===== src/rtl/core/midpoint_circle_outline_defines.svh =====
// Assertion macros shared by the circle outline RTL.
`ifndef MIDPOINT_CIRCLE_OUTLINE_DEFINES_SVH
`define MIDPOINT_CIRCLE_OUTLINE_DEFINES_SVH

// Check on every rising edge of clk, ignored while rst is high.
`define MCO_ASSERT(lbl, prop, msg) \
  lbl: assert property (@(posedge clk) disable iff (rst) prop) else $error(msg);

// Check on every rising edge of clk, reset included.
`define MCO_ASSERT_ALWAYS(lbl, prop, msg) \
  lbl: assert property (@(posedge clk) prop) else $error(msg);

`endif


===== src/rtl/core/mco_pkg.sv =====
package mco_pkg;

  typedef enum logic {
    REQ_START = 1'b0,
    REQ_STEP  = 1'b1
  } req_e;

  localparam logic [2:0] LAST_IDX = 3'd7;

  typedef struct packed {
    req_e        req_type;
    logic [15:0] center_x;
    logic [15:0] center_y;
    logic [15:0] radius;
    logic [15:0] colour;
  } item_t;

  // One step's worth of work for the pixel emitter
  typedef struct packed {
    logic [15:0] cx;
    logic [15:0] cy;
    logic [15:0] u;
    logic [15:0] v;
    logic [15:0] colour;
    logic        done;
  } job_t;

  typedef struct packed {
    logic [15:0] x;
    logic [15:0] y;
  } pixel_t;

  // Eight-way symmetry: octant point (u,v) about the centre, fixed order
  function automatic pixel_t pixel_at(input logic [2:0] k, input job_t j);
    pixel_t p;
    case (k)
      3'd0: begin p.x = j.cx + j.u; p.y = j.cy + j.v; end
      3'd1: begin p.x = j.cx + j.v; p.y = j.cy + j.u; end
      3'd2: begin p.x = j.cx - j.v; p.y = j.cy + j.u; end
      3'd3: begin p.x = j.cx - j.u; p.y = j.cy + j.v; end
      3'd4: begin p.x = j.cx - j.u; p.y = j.cy - j.v; end
      3'd5: begin p.x = j.cx - j.v; p.y = j.cy - j.u; end
      3'd6: begin p.x = j.cx + j.v; p.y = j.cy - j.u; end
      default: begin p.x = j.cx + j.u; p.y = j.cy - j.v; end
    endcase
    return p;
  endfunction

endpackage


===== src/rtl/core/mco_step.sv =====
`include "midpoint_circle_outline_defines.svh"

module mco_step
  import mco_pkg::*;
(
  input  logic  clk,
  input  logic  rst,
  input  logic  item_valid,
  input  item_t item,
  input  logic  job_ready,
  output logic  consume,
  output logic  job_valid,
  output job_t  job
);

  logic               busy;
  logic [15:0]        centre_col;
  logic [15:0]        centre_row;
  logic [15:0]        radius_held;
  logic [15:0]        colour_held;
  logic signed [17:0] octant_x;
  logic [16:0]        octant_y;
  logic [17:0]        step_dx;
  logic [17:0]        step_dy;
  logic signed [19:0] decision_err;

  logic               active;
  logic               err_le;
  logic [16:0]        y_a;
  logic signed [19:0] err_a;
  logic [17:0]        dy_a;
  logic               err_gt;
  logic signed [17:0] x_b;
  logic [17:0]        dx_b;
  logic signed [19:0] err_b;
  logic               done;

  // Point still inside the first octant
  assign active = !($signed(octant_x) < $signed({1'b0, octant_y}));

  // First test: move up a row
  always_comb begin
    err_le = decision_err <= 20'sd0;
    y_a    = err_le ? octant_y + 17'd1 : octant_y;
    err_a  = err_le ? decision_err + $signed({2'b00, step_dy}) : decision_err;
    dy_a   = err_le ? step_dy + 18'd2 : step_dy;
  end

  // Second test: move in a column
  always_comb begin
    err_gt = err_a > 20'sd0;
    x_b    = err_gt ? octant_x - 18'sd1 : octant_x;
    dx_b   = err_gt ? step_dx + 18'd2 : step_dx;
    err_b  = err_gt ? err_a + $signed({2'b00, dx_b}) - $signed({3'b000, radius_held, 1'b0})
                    : err_a;
    done   = $signed(x_b) < $signed({1'b0, y_a});
  end

  assign job_valid = item_valid && (item.req_type == REQ_STEP) && busy && active;
  assign consume   = item_valid && (!job_valid || job_ready);

  assign job.cx     = centre_col;
  assign job.cy     = centre_row;
  assign job.u      = octant_x[15:0];
  assign job.v      = octant_y[15:0];
  assign job.colour = colour_held;
  assign job.done   = done;

  always_ff @(posedge clk) begin
    if (consume) begin
      if (item.req_type == REQ_START) begin
        centre_col   <= item.center_x;
        centre_row   <= item.center_y;
        radius_held  <= item.radius;
        colour_held  <= item.colour;
        octant_x     <= $signed({2'b00, item.radius}) - 18'sd1;
        octant_y     <= '0;
        step_dx      <= 18'd1;
        step_dy      <= 18'd1;
        decision_err <= 20'sd1 - $signed({3'b000, item.radius, 1'b0});
      end else if (job_valid) begin
        octant_x     <= x_b;
        octant_y     <= y_a;
        step_dx      <= dx_b;
        step_dy      <= dy_a;
        decision_err <= err_b;
      end
    end
  end

  always_ff @(posedge clk) begin
    if (rst) begin
      busy <= 1'b0;
    end else if (consume) begin
      if (item.req_type == REQ_START) begin
        busy <= 1'b1;
      end else if (job_valid) begin
        busy <= !done;
      end else begin
        busy <= 1'b0;
      end
    end
  end

  `MCO_ASSERT(a_done_clears_busy, job_valid && job_ready && job.done |=> !busy,
              "busy still set after the final step")

endmodule


===== src/rtl/core/mco_emit.sv =====
`include "midpoint_circle_outline_defines.svh"

module mco_emit
  import mco_pkg::*;
(
  input  logic        clk,
  input  logic        rst,
  input  logic        job_in_valid,
  input  job_t        job_in,
  output logic        job_ready,
  output logic        m_tvalid,
  input  logic        m_tready,
  output logic [47:0] m_tdata,
  output logic        m_tlast,
  output logic        m_tuser
);

  job_t        job;
  logic        job_valid;
  logic [2:0]  idx;
  logic        out_free;
  logic        load_out;
  logic        job_take;
  pixel_t      pix;

  assign out_free  = !m_tvalid || m_tready;
  assign load_out  = job_valid && out_free;
  assign job_ready = !job_valid || (load_out && (idx == LAST_IDX));
  assign job_take  = job_in_valid && job_ready;
  assign pix       = pixel_at(idx, job);

  always_ff @(posedge clk) begin
    if (job_take) begin
      job <= job_in;
    end
  end

  always_ff @(posedge clk) begin
    if (rst) begin
      job_valid <= 1'b0;
      idx       <= '0;
    end else if (job_take) begin
      job_valid <= 1'b1;
      idx       <= '0;
    end else if (load_out) begin
      idx <= idx + 3'd1;
      if (idx == LAST_IDX) begin
        job_valid <= 1'b0;
      end
    end
  end

  always_ff @(posedge clk) begin
    if (load_out) begin
      m_tdata <= {job.colour, pix.y, pix.x};
      m_tlast <= idx == LAST_IDX;
      m_tuser <= (idx == LAST_IDX) && job.done;
    end
  end

  always_ff @(posedge clk) begin
    if (rst) begin
      m_tvalid <= 1'b0;
    end else if (load_out) begin
      m_tvalid <= 1'b1;
    end else if (m_tready) begin
      m_tvalid <= 1'b0;
    end
  end

  `MCO_ASSERT(a_done_on_last, m_tvalid && m_tuser |-> m_tlast,
              "completion flag away from the eighth pixel")
  `MCO_ASSERT(a_job_held, load_out && (idx != LAST_IDX) |=> job_valid,
              "step dropped before its eighth pixel")

endmodule


===== src/rtl/core/midpoint_circle_outline.sv =====
// Midpoint circle outline rasteriser. A start transaction (tuser = 0) loads
// centre, radius and colour and produces no output. Each step transaction
// (tuser = 1) yields the eight symmetric outline pixels of the current octant
// point, one per output transaction, in a fixed order with duplicates kept;
// tlast marks the eighth pixel and tuser on that pixel flags a finished
// outline. Steps sent while idle, or after the outline is finished, produce
// nothing. A step that yields pixels holds the emitter while all eight pass
// the single pixel output register; start and empty steps do not wait and
// overlap with pixels still streaming out. The next step's decision update
// runs while the previous step's pixels drain, so back-to-back steps keep
// the output busy every cycle tready is high. Coordinates wrap modulo 65536.
module midpoint_circle_outline
  import mco_pkg::*;
(
  input  logic        clk,
  input  logic        rst,
  input  logic        s_tvalid,
  output logic        s_tready,
  input  logic [63:0] s_tdata,   // center_x, center_y, radius, colour
  input  logic        s_tuser,   // req_type
  output logic        m_tvalid,
  input  logic        m_tready,
  output logic [47:0] m_tdata,   // pixel_x, pixel_y, pixel_colour
  output logic        m_tlast,   // last_of_step
  output logic        m_tuser    // circle_done
);

  item_t in_item;
  logic  in_valid;
  logic  consume;
  logic  job_valid;
  job_t  job;
  logic  job_ready;
  logic  s_take;

  // Input register: free it as soon as the step unit has used its contents
  assign s_tready = !in_valid || consume;
  assign s_take   = s_tvalid && s_tready;

  always_ff @(posedge clk) begin
    if (s_take) begin
      in_item.req_type <= req_e'(s_tuser);
      in_item.center_x <= s_tdata[15:0];
      in_item.center_y <= s_tdata[31:16];
      in_item.radius   <= s_tdata[47:32];
      in_item.colour   <= s_tdata[63:48];
    end
  end

  always_ff @(posedge clk) begin
    if (rst) begin
      in_valid <= 1'b0;
    end else if (s_take) begin
      in_valid <= 1'b1;
    end else if (consume) begin
      in_valid <= 1'b0;
    end
  end

  // Decision variables: advance once per step and hand the octant point on
  mco_step u_step (
    .clk        (clk),
    .rst        (rst),
    .item_valid (in_valid),
    .item       (in_item),
    .job_ready  (job_ready),
    .consume    (consume),
    .job_valid  (job_valid),
    .job        (job)
  );

  // Pixel emitter: hold the octant point and stream its eight reflections
  mco_emit u_emit (
    .clk          (clk),
    .rst          (rst),
    .job_in_valid (job_valid),
    .job_in       (job),
    .job_ready    (job_ready),
    .m_tvalid     (m_tvalid),
    .m_tready     (m_tready),
    .m_tdata      (m_tdata),
    .m_tlast      (m_tlast),
    .m_tuser      (m_tuser)
  );

endmodule


===== config.mk =====
export PLATFORM = sky130hd
export DESIGN_NAME = midpoint_circle_outline
export DESIGN_NICKNAME = d
export VERILOG_FILES = /design/src/rtl/core/mco_pkg.sv /design/src/rtl/core/mco_step.sv /design/src/rtl/core/mco_emit.sv /design/src/rtl/core/midpoint_circle_outline.sv
export VERILOG_INCLUDE_DIRS = /design/src /design/src/rtl/core
export SDC_FILE = /design/constraint.sdc
export NUM_CORES = 1
export LEC_CHECK = 0
export ABC_AREA = 1
export BUFFER_PORTS_ARGS = -buffer_cell sky130_fd_sc_hd__buf_2
export CELL_PAD_IN_SITES_DETAIL_PLACEMENT = 1
export CELL_PAD_IN_SITES_GLOBAL_PLACEMENT = 1
export CORE_MARGIN = 3
export CORE_UTILIZATION = 40
export DETAILED_ROUTE_END_ITERATION = 8
export MAX_ROUTING_LAYER = met4
export PLACE_DENSITY = 0.72
export SLEW_MARGIN = 15
export SYNTH_ARGS = -nofsm -noshare
export SYNTH_HDL_FRONTEND = slang
export SYNTH_SLANG_ARGS = --single-unit
export TNS_END_PERCENT = 100

===== constraint.sdc =====
create_clock -name clk -period 7.2 [get_ports clk]
set_clock_uncertainty 0.15 [all_clocks]
set_input_delay 1.08 -clock clk [delete_from_list [all_inputs] [get_ports clk]]
set_output_delay 1.08 -clock clk [all_outputs]
set_load 0.02 [all_outputs]

; ---- After elaboration in Yosys (flattened, before gate mapping)
; Index checks and enable logic that the tools add are counted.
[word_totals]
ff_bits = 358
inputBits = 69
output_inout_bits = 52
word_cells = 112
[classes]
n_addsub = 18
order_cmp = 4
n_eq_ne = 9
mux = 23
bitwise = 1
reduce_logical = 29
[ops]
columns = operator, n
row1 = 32-bit one-hot mux with 7 select lines, 1
row2 = 18-bit 2-to-1 mux, 7
row3 = 20-bit 2-to-1 mux, 4
row4 = 16-bit adder, 4
row5 = 16-bit subtractor, 4
row6 = 20-bit by 19-bit adder with 20-bit output, 2
row7 = 18-bit by 2-bit adder with 18-bit output (second input constant), 2
row8 = 18-bit < comparator, 2
row9 = 17-bit 2-to-1 mux, 2
row10 = 20-bit by 1-bit > comparator with 1-bit output (second input constant), 1
row11 = 20-bit by 1-bit <= comparator with 1-bit output (second input constant), 1
row12 = 20-bit by 18-bit subtractor with 20-bit output, 1
row13 = 1-bit by 17-bit subtractor with 18-bit output (first input constant), 1
row14 = 18-bit by 2-bit subtractor with 18-bit output (second input constant), 1
row15 = 17-bit by 1-bit adder with 17-bit output (second input constant), 1
row16 = 16-bit by 1-bit subtractor with 17-bit output (second input constant), 1
row17 = 3-bit equality test (second input constant), 4
row18 = 1-bit logical AND, 9
row19 = 1-bit 2-to-1 mux, 9
row20 = 2-bit nonzero test, 4
row21 = 3-bit by 2-bit equality test with 1-bit output (second input constant), 2
row22 = 1-bit logical NOT, 6
row23 = 2-bit AND reduction, 3
row24 = 1-bit logical OR, 4
row25 = other kinds (7), 8

; ---- Logic depth before layout (Yosys ltp)
; Gate-level depths: netlist (run 1).
[depth]
word_depth = 10
ltp_mapped = 39
depth_no_buf = 37

; ---- Hierarchy
; A second synthesis (run 1) with hierarchy kept.
[hier_totals]
hier_cells = 3144
area_unflattened_um2 = 25504.5
[modules_own_cells]
columns = module, instances, cells_per_inst, area_per_inst_um2, seq_area_each_um2
row1 = mco_emit, 1, 1750, 12351.8, 4033.9
row2 = mco_step, 1, 1323, 11153.2, 4614.4
row3 = midpoint_circle_outline, 1, 71, 1999.4, 1971.9

; ---- Worst setup path before layout (run 1)
; Ideal clock, no wire load.
[synth_timing]
path_type = register to register
startpoint = register u_step.octant_x[3]
endpoint = register u_step.decision_err[0], enable pin
arrival_ns = 6.408
setup_slack_ns = 0.210
stages_incl_launch_ff = 17
n_path_buf = 0
synth_period_minus_slack_ns = 6.990
path_cell_list = edfxtp_1 ha_1 a21oi_1 nor2_1 nor2_1 nand3_1 nand4_1 o211ai_1 nand2_1 nand2_1 a21oi_1 nor2_1 nand2_1 nand2_1 nor2_1 inv_1 nand2_1
[synth_between]
elab_chain_len = 7
elab_cells_between_ends = 8
classes_between = order compare (1) / eq/ne (1) / reduce/logical (6)
[synth_lines]
columns = element, line
row1 = "start, declared", mco_step.sv:21  ; logic signed [17:0] octant_x;
row2 = "start signal, assigned", mco_step.sv:76  ; octant_x <= $signed({2'b00, item.radius}) - 18'sd1;
row3 = 18-bit < comparator (*), mco_step.sv:39  ; assign active = !($signed(octant_x) < $signed({1'b0, octant_y}));
row4 = 1-bit logical NOT (*), mco_step.sv:39
row5 = 1-bit logical AND (*), mco_step.sv:59  ; assign job_valid = item_valid && (item.req_type == REQ_STEP) && busy && active;
row6 = 1-bit logical NOT, mco_step.sv:60  ; assign consume = item_valid && (!job_valid || job_ready);
row7 = 1-bit logical OR, mco_step.sv:60
row8 = 1-bit logical AND, mco_step.sv:60
row9 = 2-bit AND reduction (no source line) (*), n/a
row10 = "end signal, assigned", mco_step.sv:80  ; decision_err <= 20'sd1 - $signed({3'b000, item.radius, 1'b0});
row11 = "end signal, assigned", mco_step.sv:86  ; decision_err <= err_b;
row12 = "end, declared", mco_step.sv:25  ; logic signed [19:0] decision_err;
; Every way passes the cells marked *; elsewhere a longest branch is shown, timed or not.
; A chain may end at the register's enable or synchronous reset.

; ---- Worst setup path in the final report (run 1)
[layout_timing]
startpoint = register u_step.decision_err[0]
endpoint = register u_step.decision_err[16] (data pin)
[layout_between]
elab_chain_len = 9
elab_cells_between_ends = 10
classes_between = add/sub (3) / order compare (2) / mux (5)
[layout_lines]
columns = element, line
row1 = 20-bit by 19-bit adder with 20-bit output / 20-bit by 1-bit <= comparator with 1-bit output (equally long branches), "mco_step.sv:45, mco_step.sv:43"
row2 = 20-bit 2-to-1 mux (*), mco_step.sv:45  ; err_a = err_le ? decision_err + $signed({2'b00, step_dy}) : decision_err;
row3 = 20-bit by 1-bit > comparator with 1-bit output (*), mco_step.sv:51  ; err_gt = err_a > 20'sd0;
row4 = 18-bit 2-to-1 mux (*), mco_step.sv:53  ; dx_b = err_gt ? step_dx + 18'd2 : step_dx;
row5 = via u_step.dx_b[9], mco_step.sv:34  ; logic [17:0] dx_b;
row6 = 20-bit by 19-bit adder with 20-bit output (*), mco_step.sv:54  ; err_b = err_gt ? err_a + $signed({2'b00, dx_b}) - $signed({3'b000, radius_held, 1'b0})
row7 = 20-bit by 18-bit subtractor with 20-bit output (*), mco_step.sv:54
row8 = 20-bit 2-to-1 mux (*), mco_step.sv:54
row9 = 20-bit 2-to-1 mux (*), mco_step.sv:81  ; end else if (job_valid) begin
row10 = 20-bit 2-to-1 mux (*), mco_step.sv:71  ; if (item.req_type == REQ_START) begin
; Mark *: on every way through the listed nets, which the timed path passes. The rest lies on a longest branch. The select of a mux whose other input is x is not followed.

==> flow_summary.rst, run 1 <==
.. list-table::
   :header-rows: 1

   * - Metric
     - Value
   * - Highest-count cells in the layout ignoring fill and taps
     - nand2_1, inv_1, edfxtp_1
   * - Wire length of the first global-routing pass
     - 102000 µm
   * - Final routed wire length divided by cell count
     - 19.4 µm
   * - Total die area
     - 59500 µm²
   * - Syn Nets
     - 2736
   * - Top flip-flop cell by instance count after synthesis
     - edfxtp_1
   * - Worst-case clock buffer depth
     - 3
   * - Utilization after layout
     - 45.8%
   * - Top achievable clock speed
     - 156 MHz
   * - Bufs and invs on worst path
     - 5
   * - Critical path's top delay family
     - simple AND/OR/NAND/NOR gates
   * - Leakage component of the power
     - 0.0109 µW
   * - Most common cell after layout, fill and taps aside
     - nand2_1
   * - Final Hold Slack
     - 0.260 ns
   * - Final #Nets
     - 2865
   * - Routability congestion estimate from global placement
     - 0.910
   * - Slowest Stage Delay on Critical Path
     - 0.47 ns
   * - Clock-pin slew of the registers on the worst-case setup and hold paths
     - 0.06 ns
   * - Effective utilization at floorplan
     - 40.8%
   * - Final Total Pwr
     - 5010 µW
   * - Largest fanout of any net on the critical path
     - 15
   * - Proportion of synthesized area in mux cells
     - 0%
   * - Number of gates resized after cts
     - 0
   * - Final HPWL from detailed placement
     - 51300 µm
   * - Worst slew pin tran
     - 0.915 ns
   * - Relative slew slack
     - 38.8%
   * - Area of the placeable core
     - 55500 µm²
   * - CTS tree
     - built
   * - Category of the critical setup timing path
     - flip-flop to flip-flop
   * - Data arrival time of the critical path
     - 6.59 ns
   * - Number of top-level pins
     - 121
   * - CTS Buf Count
     - 42
   * - Clock Sinks
     - 356
   * - Global route total overflow
     - 0
   * - Post-Synth Simple-Gate Area
     - 16.7%
   * - Post-route DRC
     - 0
   * - Routed vias
     - 17400
   * - Post-CTS setup buffers
     - 0
   * - Iteration-0 DRC count of the detailed router
     - 821
   * - Total of endpoints with negative setup slack in the final report
     - 0
   * - Part of the cycle the worst path needs
     - 88.8%
   * - Wire length reported by the detailed router
     - 65000 µm
   * - Min Tclk post-route
     - 6.40 ns
   * - Power per unit of standard cell area
     - 197 nW/µm²
   * - FF/Latch Area
     - 10600 µm²
   * - Clock network latency to the later pin of the worst-skew pair
     - 0.59 ns
   * - Max stage delay cell, worst path
     - fa_1
   * - Compound-cell area share of the yosys netlist
     - 12.2%
   * - Number of fill cells in the layout
     - 6415
   * - Xor and xnor fraction of the mapped netlist area
     - 3.91%
   * - Cts-stage hold buffer count
     - 0
   * - Post-Layout Inst Area
     - 25400 µm²
   * - Buffers added on ports
     - 120
   * - IR Drop Worst-Case VDD
     - 177 µV
   * - Total number of placement rows
     - 86
   * - Area growth from synthesis to layout
     - 12.2%
   * - H-tree levels
     - 2
   * - Share of synthesized cell area in full adder, half adder and majority cells
     - 13.3%
   * - Area fraction of the dominant cell type after synthesis
     - 46.3%
   * - Total GRT Usage
     - 22.4%
   * - Path category of the worst min-delay check
     - flip-flop to flip-flop
   * - Share of the yosys chip area belonging to registers
     - 46.9%
   * - RSZ-0062 raised after global routing
     - no
   * - Most repeated library cell on the critical path
     - nand2_1
   * - Residual antenna-violating net count after detailed routing
     - 0
   * - Syn Inst Count
     - 2442
   * - Total count of max-transition violations in the final report
     - 0
   * - Category of the worst setup path launch point
     - flip-flop
   * - Number of stages on the worst setup path
     - 37
   * - Depth of the worst hold-timing path
     - 0
   * - Area used by multi-input combinational logic
     - 10500 µm²
   * - Final number of hold-violating endpoints
     - 0
   * - First drt pass iteration count
     - 5
   * - Dominant combinational cell family by area after synthesis
     - simple AND/OR/NAND/NOR gates
   * - Synth warnings
     - 0
   * - Number of max-cap violations
     - 0
   * - Total negative slack
     - 0 ns
   * - Placed Area
     - 24100 µm²
   * - Required arrival time at the worst endpoint
     - 7.39 ns
   * - Post-synthesis cell area
     - 22600 µm²
   * - Share of cells above drive strength 1
     - 9.56%
   * - Clk root buf
     - clkbuf_16
   * - Die extent in y
     - 244 µm
   * - Via/cell ratio
     - 5.19
   * - Run status
     - finished clean
   * - Count of flip-flops with a built-in enable after synthesis
     - 349
   * - Largest net degree at the start of global routing
     - 51
   * - Async SR Flop Fraction
     - 0%
   * - Kind of capture point of the worst setup path
     - flip-flop
   * - Horizontal extent of the die
     - 244 µm
   * - Distinct cells, synth
     - 59
   * - Flops & latches, synth
     - 356
   * - Mean instance size in the synthesized netlist
     - 9.27 µm²
   * - Inserted Diodes
     - 0
   * - Antenna violations before repair
     - 2
   * - Top cells by area, synth
     - edfxtp_1, ha_1, nand2_1
   * - Area leader, netlist
     - edfxtp_1
   * - Count of cells along the worst register-to-register path
     - 37
   * - Number of global-route vias before repair
     - 18800
==> flip-flops by register name, summed over array words and instances, names as in the netlist, 3 cells and up <==
signal / count
u_emit.job: 81
in_item: 65
u_emit.m_tdata: 48
u_step.decision_err: 20
u_step.octant_x: 18
u_step.octant_y: 17
u_step.step_dx: 17
u_step.step_dy: 17
u_step.centre_col: 16
u_step.centre_row: 16
u_step.colour_held: 16
u_step.radius_held: 16
u_emit.idx: 3
==> layer usage <==
layer | vias up | GRT usage (%) | wire, µm
li1 | 8542 | - | -
met1 | 8528 | 25.8 | 27700
met2 | 232 | 40.9 | 33700
met3 | 104 | 2.44 | 1570
met4 | 0 | 7.04 | 1950
met5 | - | - | 0
==> per-stage QoR <==
stage                     instances  setup slack, ns
after floorplan                2442            0.210
after detailed placement       3275            0.812
after CTS                      3352            0.789
after global routing           3352           0.0941
final                          3352            0.803
after global placement         3275             1.03
==> where the power goes <==
| part | internal, µW | switching, µW |
|---|---|---|
| clock network | 1160 | 896 |
| registers | 2350 | 40.8 |
| logic | 192 | 372 |
| total | 3700 | 1310 |
==> layout make-up <==
cell class	instances	share of cell area, %
sequential	356	41.8
multi-input combinational	1679	41.2
inverter	359	5.32
clock buffer	52	4.29
tap	748	3.68
timing repair buffer	133	2.75
clock inverter	25	0.990
==> worst paths after layout <==
kind | start | to | slack [ns]
worst max-delay path | u_step.decision_err[0] | u_step.decision_err[16] | 0.80
worst min-delay path | u_step.centre_row[5] | u_emit.job[54] | 0.26
worst max register to register | u_step.decision_err[0] | u_step.decision_err[16] | 0.80
worst min register to register | u_step.centre_row[5] | u_emit.job[54] | 0.26
==> synth_stat cells (all sizes together) (10+ instances only) <==
library cell	number
o21a	10
edfxtp	349
o2111ai	25
nand4	26
xor2	77
nor3	29
xnor2	24
a21oi	185
o211ai	14
nor2	245
ha	200
nand2	436
a21boi	42
buf	12
inv	358
fa	25
nand3	109
or2	16
o21ai	146
o21bai	10
clkbuf	36
==> kinds of logic (layout without fill, tap and decap cells) <==
logic type / after synthesis / after routing
DFF: 356 / 356
adders and majority gates: 225 / 225
buffers and inverters: 407 / 569
xor gates and xnor gates: 101 / 101
AOI/OAI and AO/OA: 474 / 474
and+or+nand+nor: 879 / 879
(Power assumes the default switching activity.)
==> run 2, diff against run 1 <==
Settings changed: CTS_BUF_LIST from default to sky130_fd_sc_hd__clkbuf_8.
==> run 2 against run 1 <==
  * Non-clock buffer count is the same
  * Sequential cell count is the same
  * Setup slack lost 0.046 ns
  * Design area shrank 0.33%
  * Total power shrank 3.5%
  * Largest cell class unchanged
  * Register-to-register slack lost 0.05 ns
  * Clock power shrank 8%
  * Combinational power is essentially flat
==> flow_summary.rst, run 2 (same netlist as run 1, synthesis figures left out) <==
.. list-table::
   :header-rows: 1

   * - Metric
     - Value
   * - Final HPWL from detailed placement
     - 51300 µm
   * - Worst Min Path Start
     - u_step.centre_row[5]
   * - Number of gates resized after cts
     - 0
   * - Max stage delay cell, worst path
     - fa_1
   * - End of the worst register-to-register path
     - u_step.decision_err[16]
   * - Met1 Track Usage GR
     - 25.5%
   * - Effective utilization at floorplan
     - 40.8%
   * - Cts-stage hold buffer count
     - 0
   * - Buffers added on ports
     - 120
   * - First drt pass iteration count
     - 5
   * - Slowest Stage Delay on Critical Path
     - 0.47 ns
   * - Iteration-0 DRC count of the detailed router
     - 809
   * - Leakage component of the power
     - 0.0110 µW
   * - Total GRT Usage
     - 22.7%
   * - Path category of the worst min-delay check
     - flip-flop to flip-flop
   * - Relative slew slack
     - 39.2%
   * - H-tree levels
     - 3
   * - Post-route DRC
     - 0
   * - Total die area
     - 59500 µm²
   * - Met2 Use GR
     - 40.1%
   * - Routability congestion estimate from global placement
     - 0.910
   * - Busiest layer in global routing
     - met2
   * - Final #Nets
     - 2890
   * - Wire length of the first global-routing pass
     - 103000 µm
   * - Category of the critical setup timing path
     - flip-flop to flip-flop
   * - Routed vias
     - 17600
   * - Number of global-route vias before repair
     - 19100
   * - Die extent in y
     - 244 µm
   * - Number of fill cells in the layout
     - 6460
   * - Category of the worst setup path launch point
     - flip-flop
   * - Area of the placeable core
     - 55500 µm²
   * - Post-CTS setup buffers
     - 0
   * - Share of cells above drive strength 1
     - 10.3%
   * - Largest registers in the final layout
     - u_emit.job: 81 flops, in_item: 65 flops, u_emit.m_tdata: 48 flops
   * - GR met3 Demand/Resource
     - 3.55%
   * - Most common cell after layout, fill and taps aside
     - nand2_1
   * - Startpoint of the worst register-to-register path
     - u_step.decision_err[0]
   * - Total negative slack
     - 0 ns
   * - Largest fanout of any net on the critical path
     - 15
   * - Inserted Diodes
     - 0
   * - Clock Sinks
     - 356
   * - Run status
     - finished clean
   * - Kind of capture point of the worst setup path
     - flip-flop
   * - Via/cell ratio
     - 5.20
   * - Largest Register
     - u_emit.job
   * - Total of endpoints with negative setup slack in the final report
     - 0
   * - Minimum setup slack among reg-to-reg paths
     - 0.76 ns
   * - Final Total Pwr
     - 4840 µW
   * - Required arrival time at the worst endpoint
     - 7.43 ns
   * - Largest register FFs
     - 81
   * - CTS tree
     - built
   * - Worst slew pin tran
     - 0.909 ns
   * - RSZ-0062 raised after global routing
     - no
   * - CTS Buf Count
     - 67
   * - Depth of the worst hold-timing path
     - 0
   * - Critical path's top delay family
     - simple AND/OR/NAND/NOR gates
   * - Global route total overflow
     - 0
   * - Highest-count cells in the layout ignoring fill and taps
     - nand2_1, inv_1, edfxtp_1
   * - Number of top-level pins
     - 121
   * - Area growth from synthesis to layout
     - 11.8%
   * - Clk root buf
     - clkbuf_8
   * - Data arrival time of the critical path
     - 6.67 ns
   * - IR Drop Worst-Case VDD
     - 119 µV
   * - Number of max-cap violations
     - 0
   * - Final number of hold-violating endpoints
     - 0
   * - Antenna violations before repair
     - 2
   * - Top achievable clock speed
     - 155 MHz
   * - Wire length reported by the detailed router
     - 65400 µm
   * - Clock network latency to the later pin of the worst-skew pair
     - 0.65 ns
   * - Final routed wire length divided by cell count
     - 19.3 µm
   * - Power per unit of standard cell area
     - 191 nW/µm²
   * - Count of cells along the worst register-to-register path
     - 37
   * - Min Tclk post-route
     - 6.44 ns
   * - Horizontal extent of the die
     - 244 µm
   * - Worst-case clock buffer depth
     - 3
   * - Residual antenna-violating net count after detailed routing
     - 0
   * - Most repeated library cell on the critical path
     - nand2_1
   * - Bufs and invs on worst path
     - 5
   * - Total number of placement rows
     - 86
   * - Number of stages on the worst setup path
     - 37
   * - Largest net degree at the start of global routing
     - 51
   * - Clock-pin slew of the registers on the worst-case setup and hold paths
     - 0.06 ns
   * - Hold Path Sink
     - u_emit.job[54]
   * - Part of the cycle the worst path needs
     - 89.5%
   * - Total count of max-transition violations in the final report
     - 0
run 2: changes by cell type in the layout (fill, tap and decap cells not counted), sizes merged:
cell	delta
clkbuf	+19
clkinvlp	-3
inv	+24
run 2: worst max-delay path by stage:
stage	end	slack [ns]	startpoint
finish	u_step.decision_err[16]	0.76	u_step.decision_err[0]
global route	u_step.decision_err[16]	0.06	u_step.step_dy[1]
CTS	u_step.decision_err[16]	0.74	u_step.decision_err[0]
detailed placement	u_step.decision_err[16]	0.81	u_step.decision_err[0]
global placement	u_step.decision_err[16]	1.03	u_step.decision_err[0]
floorplan	u_step.decision_err[0]	0.21	u_step.octant_x[3]
run 2: area by class of cell:
type,count,area [µm²],area share (%)
well taps,748,936,3.70
clock inverters,46,279,1.10
inverters,359,1350,5.34
repair buffers,133,698,2.76
multi-input cells,1679,10500,41.3
clock buffers,71,977,3.86
flip-flops and latches,356,10600,41.9
run 2: per-stage QoR:
step	worst slack [ns]	hold WS, ns	cells	util [%]	instance area, µm²
CTS	0.744	0.258	3392	45.6	25300
finish	0.757	0.259	3392	45.6	25300
global placement	1.03	0.251	3275	43.3	24100
detailed placement	0.812	0.256	3275	43.3	24100
global route	0.0563	0.266	3392	45.6	25300
floorplan	0.210	0.250	2442	-	22600
run 2: metal layers:
metal | vias to the layer above | wire length [µm]
met5 | - | 0
met3 | 151 | 2170
met4 | 0 | 2900
met2 | 287 | 33100
met1 | 8598 | 27200
li1 | 8597 | -
run 2: power by group:
| group | internal, µW | switching [µW] |
|---|---|---|
| Clock | 991 | 895 |
| Sequential | 2350 | 40.9 |
| Combinational | 192 | 371 |
run 2: worst reg2reg max path: cells and delay by family, from the launching register on:
kind                       cells  cell delay [ns]
AOI/OAI and AO/OA              8             1.28
adders and majority gates      4             1.51
xor gates and xnor gates       3             0.43
DFF                            1             0.40
and+or+nand+nor               17             2.00
buffers and inverters          5             0.42
==> run 3, diff against run 2 <==
Settings changed: CORE_UTILIZATION 40 to 45, PLACE_DENSITY 0.72 to 0.81.
==> run 3 against run 2 <==
  * Cell count decreased by 2.6%
  * Critical path depth shrank 1
  * Maximum frequency rose by 2.0%
  * Design area shrank 0.59%
  * Routed wire length fell by 0.69%
  * Clock power down 3%
  * Largest power group unchanged
  * Sequential share of layout area rose by 0.25 points
  * Combinational power is 0.9% higher
==> flow_summary.rst, run 3 (same netlist as run 1, synthesis figures left out) <==
.. list-table::
   :header-rows: 1

   * - Metric
     - Value
   * - Fin worst setup slack
     - 0.883 ns
   * - Worst Min Path Start
     - in_item[46]
   * - Power per unit of standard cell area
     - 190 nW/µm²
   * - Clock Sinks
     - 356
   * - Horizontal extent of the die
     - 230 µm
   * - Part of the cycle the worst path needs
     - 87.7%
   * - CTS tree
     - built
   * - Relative slew slack
     - 30.8%
   * - Largest Register
     - u_emit.job
   * - Total number of placement rows
     - 81
   * - Critical path origin
     - u_step.step_dy[1]
   * - Die extent in y
     - 230 µm
   * - Effective utilization at floorplan
     - 45.9%
   * - Highest-count cells in the layout ignoring fill and taps
     - nand2_1, inv_1, edfxtp_1
   * - Total of endpoints with negative setup slack in the final report
     - 0
   * - Total GRT Usage
     - 25.2%
   * - Area used by multi-input combinational logic
     - 10500 µm²
   * - Final number of hold-violating endpoints
     - 0
   * - Largest register FFs
     - 81
   * - CTS Buf Count
     - 60
   * - Post-route DRC
     - 0
   * - Final #Nets
     - 2882
   * - Clock-pin slew of the registers on the worst-case setup and hold paths
     - 0.07 ns
   * - Data arrival time of the critical path
     - 6.63 ns
   * - Category of the worst setup path launch point
     - flip-flop
   * - Routability congestion estimate from global placement
     - 0.914
   * - Count of cells along the worst register-to-register path
     - 36
   * - Max stage delay cell, worst path
     - fa_1
   * - Iteration-0 DRC count of the detailed router
     - 777
   * - Largest net degree at the start of global routing
     - 71
   * - Clock network latency to the later pin of the worst-skew pair
     - 0.72 ns
   * - Total count of max-transition violations in the final report
     - 0
   * - Wire length of the first global-routing pass
     - 102000 µm
   * - Category of the critical setup timing path
     - flip-flop to flip-flop
   * - Worst setup slack before clock tree synthesis
     - 0.929 ns
   * - Area of the placeable core
     - 49400 µm²
   * - Leakage component of the power
     - 0.0109 µW
   * - Largest registers in the final layout
     - u_emit.job: 81 flops, in_item: 65 flops, u_emit.m_tdata: 48 flops
   * - Clk root buf
     - clkbuf_8
   * - Antenna violations before repair
     - 0
   * - Residual antenna-violating net count after detailed routing
     - 0
   * - Depth of the worst hold-timing path
     - 0
   * - Number of gates resized after cts
     - 0
   * - Worst slew pin tran
     - 1.04 ns
   * - Kind of capture point of the worst setup path
     - flip-flop
   * - Required arrival time at the worst endpoint
     - 7.51 ns
   * - Path category of the worst min-delay check
     - flip-flop to flip-flop
   * - Total die area
     - 53000 µm²
   * - Total negative slack
     - 0 ns
   * - FF/Latch Area
     - 10600 µm²
   * - IR Drop Worst-Case VDD
     - 142 µV
   * - Run status
     - finished clean
   * - Number of max-cap violations
     - 0
   * - Cts-stage hold buffer count
     - 0
   * - Min Tclk post-route
     - 6.32 ns
   * - End of the worst register-to-register path
     - u_step.decision_err[16]
   * - Most repeated library cell on the critical path
     - nand2_1
   * - First drt pass iteration count
     - 4
   * - Top achievable clock speed
     - 158 MHz
   * - Largest fanout of any net on the critical path
     - 9
   * - Buffers added on ports
     - 120
   * - Number of top-level pins
     - 121
   * - Wire length reported by the detailed router
     - 65000 µm
   * - Global route total overflow
     - 0
   * - RSZ-0062 raised after global routing
     - no
   * - Number of fill cells in the layout
     - 5765
   * - Post-CTS setup buffers
     - 0
   * - Final HPWL from detailed placement
     - 50800 µm
   * - Routed vias
     - 17700
   * - Via/cell ratio
     - 5.35
   * - H-tree levels
     - 2
   * - Startpoint of the worst register-to-register path
     - u_step.step_dy[1]
   * - Area growth from synthesis to layout
     - 11.2%
   * - Most common cell after layout, fill and taps aside
     - nand2_1
   * - Slowest Stage Delay on Critical Path
     - 0.46 ns
   * - Worst-case clock buffer depth
     - 3
   * - Number of global-route vias before repair
     - 19100
   * - Final routed wire length divided by cell count
     - 19.7 µm
   * - Hold Path Sink
     - u_step.centre_row[14]
   * - Minimum setup slack among reg-to-reg paths
     - 0.88 ns
   * - Share of cells above drive strength 1
     - 10.2%
run 3: cell types whose count changed in the layout (fill, tap and decap cells not counted), sizes merged:
| cell | before | now |
|---|---|---|
| buf | 133 | 132 |
| inv | 382 | 370 |
| bufinv | 2 | 3 |
| diode | 0 | 1 |
| clkbuf | 71 | 64 |
| clkinv | 20 | 35 |
run 3: worst max-delay path by stage:
stage,to,slack [ns]
floorplan,u_step.decision_err[0],0.21
global placement,u_step.decision_err[16],1.06
detailed placement,u_step.decision_err[16],0.93
CTS,u_step.decision_err[16],0.89
global route,u_step.decision_err[16],0.12
finish,u_step.decision_err[16],0.88
run 3: report_power, final:
| group | leakage (µW) | internal [µW] | switching, µW |
|---|---|---|---|
| Combinational | 0.00697 | 192 | 376 |
| Sequential | 0.00328 | 2350 | 41.0 |
| Clock | 0.000667 | 948 | 886 |
run 3: final cells by class:
class | count | area share (%)
well taps | 664 | 3.30
clock buffers | 64 | 3.50
repair buffers | 132 | 2.74
inverters | 359 | 5.37
flip-flops and latches | 356 | 42.2
clock inverters | 50 | 1.36
multi-input cells | 1679 | 41.5
diodes | 1 | 0.00994
run 3: per-layer routing:
metal	GRT usage, %	vias to the layer above	share of wire (%)
li1	-	8595	-
met1	28.6	8626	42
met2	44.9	321	51
met3	3.02	135	3.2
met4	10.3	0	4.1
met5	-	-	0
run 3: metrics by stage:
| step | hold WS [ns] | cell area (µm²) | power (µW) | utilization, % | std cells |
|---|---|---|---|---|---|
| CTS | 0.263 | 25200 | 4850 | 51.0 | 3304 |
| finish | 0.258 | 25200 | 4790 | 51.0 | 3305 |
| detailed placement | 0.255 | 23900 | 3000 | 48.5 | 3190 |
| floorplan | 0.250 | 22600 | 2800 | - | 2442 |
| global route | 0.263 | 25200 | 5010 | 51.0 | 3304 |
| global placement | 0.251 | 23900 | 2970 | 48.5 | 3190 |
run 3: critical path: cells and delay by family (launching register included):
| kind | cells | cell delay [ns] |
|---|---|---|
| buffers and inverters | 5 | 0.40 |
| adders and majority gates | 4 | 1.45 |
| xor gates and xnor gates | 3 | 0.48 |
| AOI/OAI and AO/OA | 9 | 1.52 |
| DFF | 1 | 0.44 |
| and+or+nand+nor | 15 | 1.63 |
